--- src/hw/rtl/rcnh_pkg.sv ---
// ----------------------------------------------------------------------------
// rcnh_pkg
// Shared widths, item types, state codes and the CORDIC step-angle table
// for the ray versus circle nearest hit unit.
// ----------------------------------------------------------------------------
package rcnh_pkg;

   localparam int MAX_CIRCLES  = 64;
   localparam int IDX_W        = $clog2(MAX_CIRCLES);
   localparam int CNT_W        = $clog2(MAX_CIRCLES + 1);

   localparam int POS_W        = 16;
   localparam int ANG_W        = 16;
   localparam int RAD_W        = 12;
   localparam int RNG_W        = 15;
   localparam int R2_W         = 2 * RAD_W;
   localparam int OUT_W        = 16;

   localparam int CORDIC_STEPS = 15;
   localparam int STEP_W       = 4;
   localparam int CORDIC_GAIN  = 9949;
   localparam int DIR_W        = 18;
   localparam int Z_W          = 17;

   localparam int DIFF_W       = 17;
   localparam int PRD_W        = DIFF_W + DIR_W;
   localparam int SQR_W        = 2 * DIFF_W;
   localparam int DOT_W        = PRD_W + 1;
   localparam int P_W          = 20;
   localparam int C_W          = 36;
   localparam int PP_W         = 2 * P_W;
   localparam int Q_W          = PP_W + 1;
   localparam int SQ_IN_W      = 36;
   localparam int SQ_OUT_W     = SQ_IN_W / 2;
   localparam int REM_W        = SQ_OUT_W + 4;
   localparam int T_W          = 21;

   localparam int QUEUE_DEPTH  = 4;
   localparam int QPTR_W       = $clog2(QUEUE_DEPTH);
   localparam int QCNT_W       = $clog2(QUEUE_DEPTH + 1);

   localparam int CSR_IDX_W    = 2;
   localparam int CSR_DATA_W   = 15;
   localparam logic [CSR_IDX_W-1:0] CSR_RADIUS = 2'd0;
   localparam logic [CSR_IDX_W-1:0] CSR_RANGE  = 2'd1;

   localparam int REQ_DATA_W   = 48;

   typedef enum logic {
      KIND_ADD,
      KIND_QUERY
   } kind_type;

   typedef struct packed {
      kind_type                  kind;
      logic signed [POS_W-1:0]   pos_x;
      logic signed [POS_W-1:0]   pos_y;
      logic [ANG_W-1:0]          ray_angle;
   } item_type;

   typedef enum logic [2:0] {
      ST_IDLE,
      ST_CORDIC,
      ST_WALK,
      ST_DRAIN,
      ST_RESULT
   } back_state_type;

   function automatic logic signed [Z_W-1:0] step_angle(input logic [STEP_W-1:0] idx);
      logic signed [Z_W-1:0] a;
      unique case (idx)
         4'd0:    a = 17'sd8192;
         4'd1:    a = 17'sd4836;
         4'd2:    a = 17'sd2555;
         4'd3:    a = 17'sd1297;
         4'd4:    a = 17'sd651;
         4'd5:    a = 17'sd326;
         4'd6:    a = 17'sd163;
         4'd7:    a = 17'sd81;
         4'd8:    a = 17'sd41;
         4'd9:    a = 17'sd20;
         4'd10:   a = 17'sd10;
         4'd11:   a = 17'sd5;
         4'd12:   a = 17'sd3;
         default: a = 17'sd1;
      endcase
      return a;
   endfunction

endpackage

--- src/hw/rtl/rcnh_queue.sv ---
// ----------------------------------------------------------------------------
// rcnh_queue
// Short FIFO of classified items between the front and the back end.
// ----------------------------------------------------------------------------
module rcnh_queue (
   input  logic                clock,
   input  logic                reset,
   input  logic                push,
   input  rcnh_pkg::item_type  push_item,
   output logic                full,
   input  logic                pop,
   output logic                not_empty,
   output rcnh_pkg::item_type  head_item
);
   import rcnh_pkg::*;

   item_type            store_ff [QUEUE_DEPTH];
   logic [QPTR_W-1:0]   wr_ptr_ff, wr_ptr_in;
   logic [QPTR_W-1:0]   rd_ptr_ff, rd_ptr_in;
   logic [QCNT_W-1:0]   fill_ff, fill_in;

   assign full      = (fill_ff == QCNT_W'(QUEUE_DEPTH));
   assign not_empty = (fill_ff != '0);
   assign head_item = store_ff[rd_ptr_ff];

   always_comb begin
      wr_ptr_in = push ? wr_ptr_ff + 1'b1 : wr_ptr_ff;
      rd_ptr_in = pop  ? rd_ptr_ff + 1'b1 : rd_ptr_ff;
      fill_in   = fill_ff + QCNT_W'(push) - QCNT_W'(pop);
   end

   always_ff @(posedge clock) begin
      if (reset) begin
         wr_ptr_ff <= '0;
         rd_ptr_ff <= '0;
         fill_ff   <= '0;
      end else begin
         wr_ptr_ff <= wr_ptr_in;
         rd_ptr_ff <= rd_ptr_in;
         fill_ff   <= fill_in;
      end
   end

   always_ff @(posedge clock) begin
      if (push) begin
         store_ff[wr_ptr_ff] <= push_item;
      end
   end

endmodule

--- config.mk ---
export PLATFORM = sky130hd
export DESIGN_NAME = rcnh_queue
export DESIGN_NICKNAME = d
export VERILOG_FILES = /design/src/hw/rtl/rcnh_pkg.sv /design/src/hw/rtl/rcnh_queue.sv
export SDC_FILE = /design/constraint.sdc
export NUM_CORES = 1
export LEC_CHECK = 0
export ABC_AREA = 1
export BUFFER_PORTS_ARGS = -buffer_cell sky130_fd_sc_hd__buf_2
export CAP_MARGIN = 25
export CORE_MARGIN = 8
export CORE_UTILIZATION = 53
export DETAILED_ROUTE_END_ITERATION = 8
export PLACE_DENSITY = 0.74
export SLEW_MARGIN = 20
export SYNTH_ARGS = -nofsm -noshare
export SYNTH_HDL_FRONTEND = slang
export SYNTH_SLANG_ARGS = --single-unit
--- constraint.sdc ---
create_clock -name clock -period 2.2 [get_ports clock]
set_input_delay 0.22 -clock clock [delete_from_list [all_inputs] [get_ports clock]]
set_output_delay 0.22 -clock clock [all_outputs]
set_load 0.01 [all_outputs]
==> summary.txt <==
Job
  – Maximum Capacitance Violations: 0

CTS
  – CTS root buf: sky130_fd_sc_hd__clkbuf_16
  – Number of buffers inserted by post-CTS setup repair: 0
  – Worst-path clk slew: 0.06 ns
  – Clk buf depth: 3
  – Clock tree from TritonCTS: done
  – Num CTS Buffers: 21
  – H-tree lvl count: 1
  – Later-pin clock latency in the skew report: 0.48 ns
  – Clock net sink count: 205

Floorplanning
  – Number of standard-cell rows in the floorplan: 45
  – Area inside the core boundary: 15,150 µm²
  – Die boundary width: 140.1 µm
  – Die Y: 140.1 µm
  – Die area: 19,620 µm²
  – Number of placed I/O pins: 104
  – Initial Utilization: 53.87%

Layout
  – Leading cell types in the layout, fill and taps excluded: sky130_fd_sc_hd__edfxtp_1, sky130_fd_sc_hd__inv_1, sky130_fd_sc_hd__nand2_1
  – Number of antenna repair diodes: 0
  – Net count, final: 844
  – Post-Layout Cell Count: 986
  – Fraction of layout cells with a size suffix above 1: 18.55%
  – Most common library cell in the layout ignoring fill and taps: sky130_fd_sc_hd__edfxtp_1
  – Area growth, synth to finish: 22.25%

Placed design
  – HPWL after DPL: 9369 µm
  – Cell Count Post-Placement: 898
  – IO buf count: 103
  – Final Wtd Congestion: 0.7612
  – Pre-CTS worst setup slack: 0.6145 ns

Drt
  – Iteration count of the initial detailed-routing pass: 4
  – Routed metal-1 wire length: 6607 µm
  – 1st-iter DRT viols: 315
  – Number of nets with antenna violations after routing: 0
  – Remaining design rule violation count: 0
  – Avg WL per Cell: 15.83 µm
  – Via/cell ratio: 5.102
  – Met2 WL post-DR: 7917 µm
  – Overall via count from detail_route: 5,031
  – Top metal layer carrying routed signals: met4
  – Routed length on met3: 806 µm
  – Overall routed net length: 15,610 µm

Pwr
  – Power per Cell Area: 866.5 nW/µm²
  – Leakage power: 3.967 nW
  – Highest ir drop seen on vdd: 0.5748 mV

Timing
  – Worst max-slew margin expressed relative to the limit: 68.65%
  – Number of setup violations in the final report: 0
  – TNS Setup: 0 ns
  – Final worst clock skew: 0.007805 ns
  – Maximum achievable frequency: 0.5026 GHz
  – Final clock period utilization by the worst path: 90.43%
  – Final WS setup: 0.2105 ns
  – Final count of pins violating max slew: 0
  – Transition at the pin with the smallest max-transition slack: 0.4702 ns
  – Unrepaired setup endpoints after global routing: no
  – Count of final hold-check violations: 0
  – Time the worst path needs with I/O delays and setup: 1.989 ns

Global route
  – Total overflow reported by the global router: 0
  – Antenna violations before repair: 0
  – Vias in the first global route: 5,138
  – Global Route Usage Sum: 15.91%
  – Maximum number of pins on one net before global-route repair: 73
  – First-pass GRT wire length: 25,260 µm

Critical path
  – Critical path endpoint: head_item[27]
  – Data arrival, critical path: 1.77 ns
  – Launching element type of the critical path: register
  – Endpoint class of the critical path: output pin
  – Minimum setup slack among reg-to-reg paths: 0.60 ns
  – Depth of the worst register-to-register path: 9
  – Required arrival time at the worst endpoint: 1.98 ns
  – Setup CP Type: register to output pin
  – Largest fanout on the critical path: 32
  – Critical register-to-register path endpoint: fill_ff[2]$_SDFF_PP0_
  – Worst reg2reg startpoint: fill_ff[0]$_SDFF_PP0_

Status
  – Run status: finished, final reports clean

Synthesis
  – Number of warnings printed during yosys synthesis: 0
  – Mean cell area of the mapped netlist: 12.97 µm²
  – Mapped Area: 8159 µm²
  – Register area share after synthesis: 74.34%
  – Post-Synthesis Cells: 629
  – Netlist cell types: 17
  – Syn Nets: 689
  – Total of flip-flops plus latches after synthesis: 205

Hold path
  – Worst min-delay path class: primary input to register
how the worst min path moves through the flow:
stage	startpoint	to	slack [ns]	cells after the start
final	push	wr_ptr_ff[1]$_SDFFE_PP0P_	0.11	3
after global routing	push	wr_ptr_ff[1]$_SDFFE_PP0P_	0.11	3
after CTS	push	wr_ptr_ff[1]$_SDFFE_PP0P_	0.1	3
after detailed placement	reset	fill_ff[0]$_SDFF_PP0_	0.42	2
after global placement	reset	fill_ff[1]$_SDFF_PP0_	0.41	2
after floorplan	reset	fill_ff[0]$_SDFF_PP0_	0.29	1
registers in the layout, summed over array words and instances (netlist names), named ones only:
name	cells
store_ff	196
rd_ptr_ff	2
fill_ff	3
wr_ptr_ff	2
metal layers:
layer,GRT usage (%),up-vias
met4,5.600,0
met1,18.77,2401
met3,3.534,23
li1,-,2487
met2,28.15,120
met5,0,-
cells in the mapped netlist:
master | number | share of area [%]
sky130_fd_sc_hd__a21oi_1 | 55 | 3.4
sky130_fd_sc_hd__buf_2 | 10 | 0.61
sky130_fd_sc_hd__buf_4 | 8 | 0.74
sky130_fd_sc_hd__buf_6 | 9 | 1.2
sky130_fd_sc_hd__clkbuf_1 | 6 | 0.28
sky130_fd_sc_hd__dfxtp_1 | 9 | 2.2
sky130_fd_sc_hd__edfxtp_1 | 196 | 72
sky130_fd_sc_hd__fa_1 | 1 | 0.25
sky130_fd_sc_hd__ha_1 | 6 | 0.92
sky130_fd_sc_hd__inv_1 | 115 | 5.3
sky130_fd_sc_hd__nand2_1 | 106 | 4.9
sky130_fd_sc_hd__nand3_1 | 2 | 0.12
sky130_fd_sc_hd__nor2_1 | 3 | 0.14
sky130_fd_sc_hd__nor3_1 | 1 | 0.061
sky130_fd_sc_hd__o211ai_1 | 49 | 4.5
sky130_fd_sc_hd__o21ai_0 | 38 | 2.3
sky130_fd_sc_hd__o21ai_1 | 15 | 0.92
logic make-up after synthesis:
kind of cell             share of synthesized area [%]
buffers and inverters                            8.158
flip-flops                                       74.34
AO/OA/AOI/OAI                                    11.13
adder cells (fa/ha/maj)                          1.165
AND/OR/NAND/NOR                                  5.199
metrics by stage:
step | total power [mW] | util, % | hold WS (ns) | instance area [µm²]
after detailed placement | 5.449 | 58.37 | 0.4188 | 8841
after CTS | 8.730 | 65.86 | 0.09543 | 9975
after global routing | 8.994 | 65.86 | 0.1109 | 9975
after floorplan | 5.099 | - | 0.2912 | 8159
after global placement | 5.405 | 58.37 | 0.4113 | 8841
final | 8.643 | 65.86 | 0.1147 | 9975
critical path, stage by stage, from the launching register on:
cell,delay (ns)
sky130_fd_sc_hd__dfxtp_4,0.58
sky130_fd_sc_hd__buf_4,0.33
sky130_fd_sc_hd__a21oi_1,0.06
sky130_fd_sc_hd__o21ai_1,0.09
sky130_fd_sc_hd__nand2_1,0.07
sky130_fd_sc_hd__buf_2,0.14
cell type report:
| cell class | count | area, µm² |
|---|---|---|
| multi-input combinational | 276 | 1428 |
| clock buffer | 27 | 548.0 |
| timing repair buffer | 165 | 1184 |
| clock inverter | 10 | 75.07 |
| inverter | 115 | 431.7 |
| fill | 1077 | 5171 |
| tap | 188 | 235.2 |
| sequential | 205 | 6073 |
power by group:
part	internal (mW)	total [mW]	switching (mW)
registers	4.46	4.53	0.0670
clock network	1.88	3.22	1.34
logic	0.356	0.898	0.542
repair_timing:
item | 4_1_cts | 5_1_grt
hold buffers | 51 | 0
resized for setup | 0 | 0
endpoints found under the hold margin | 200 | 0
No activity file was read; power rests on OpenSTA's default activity.
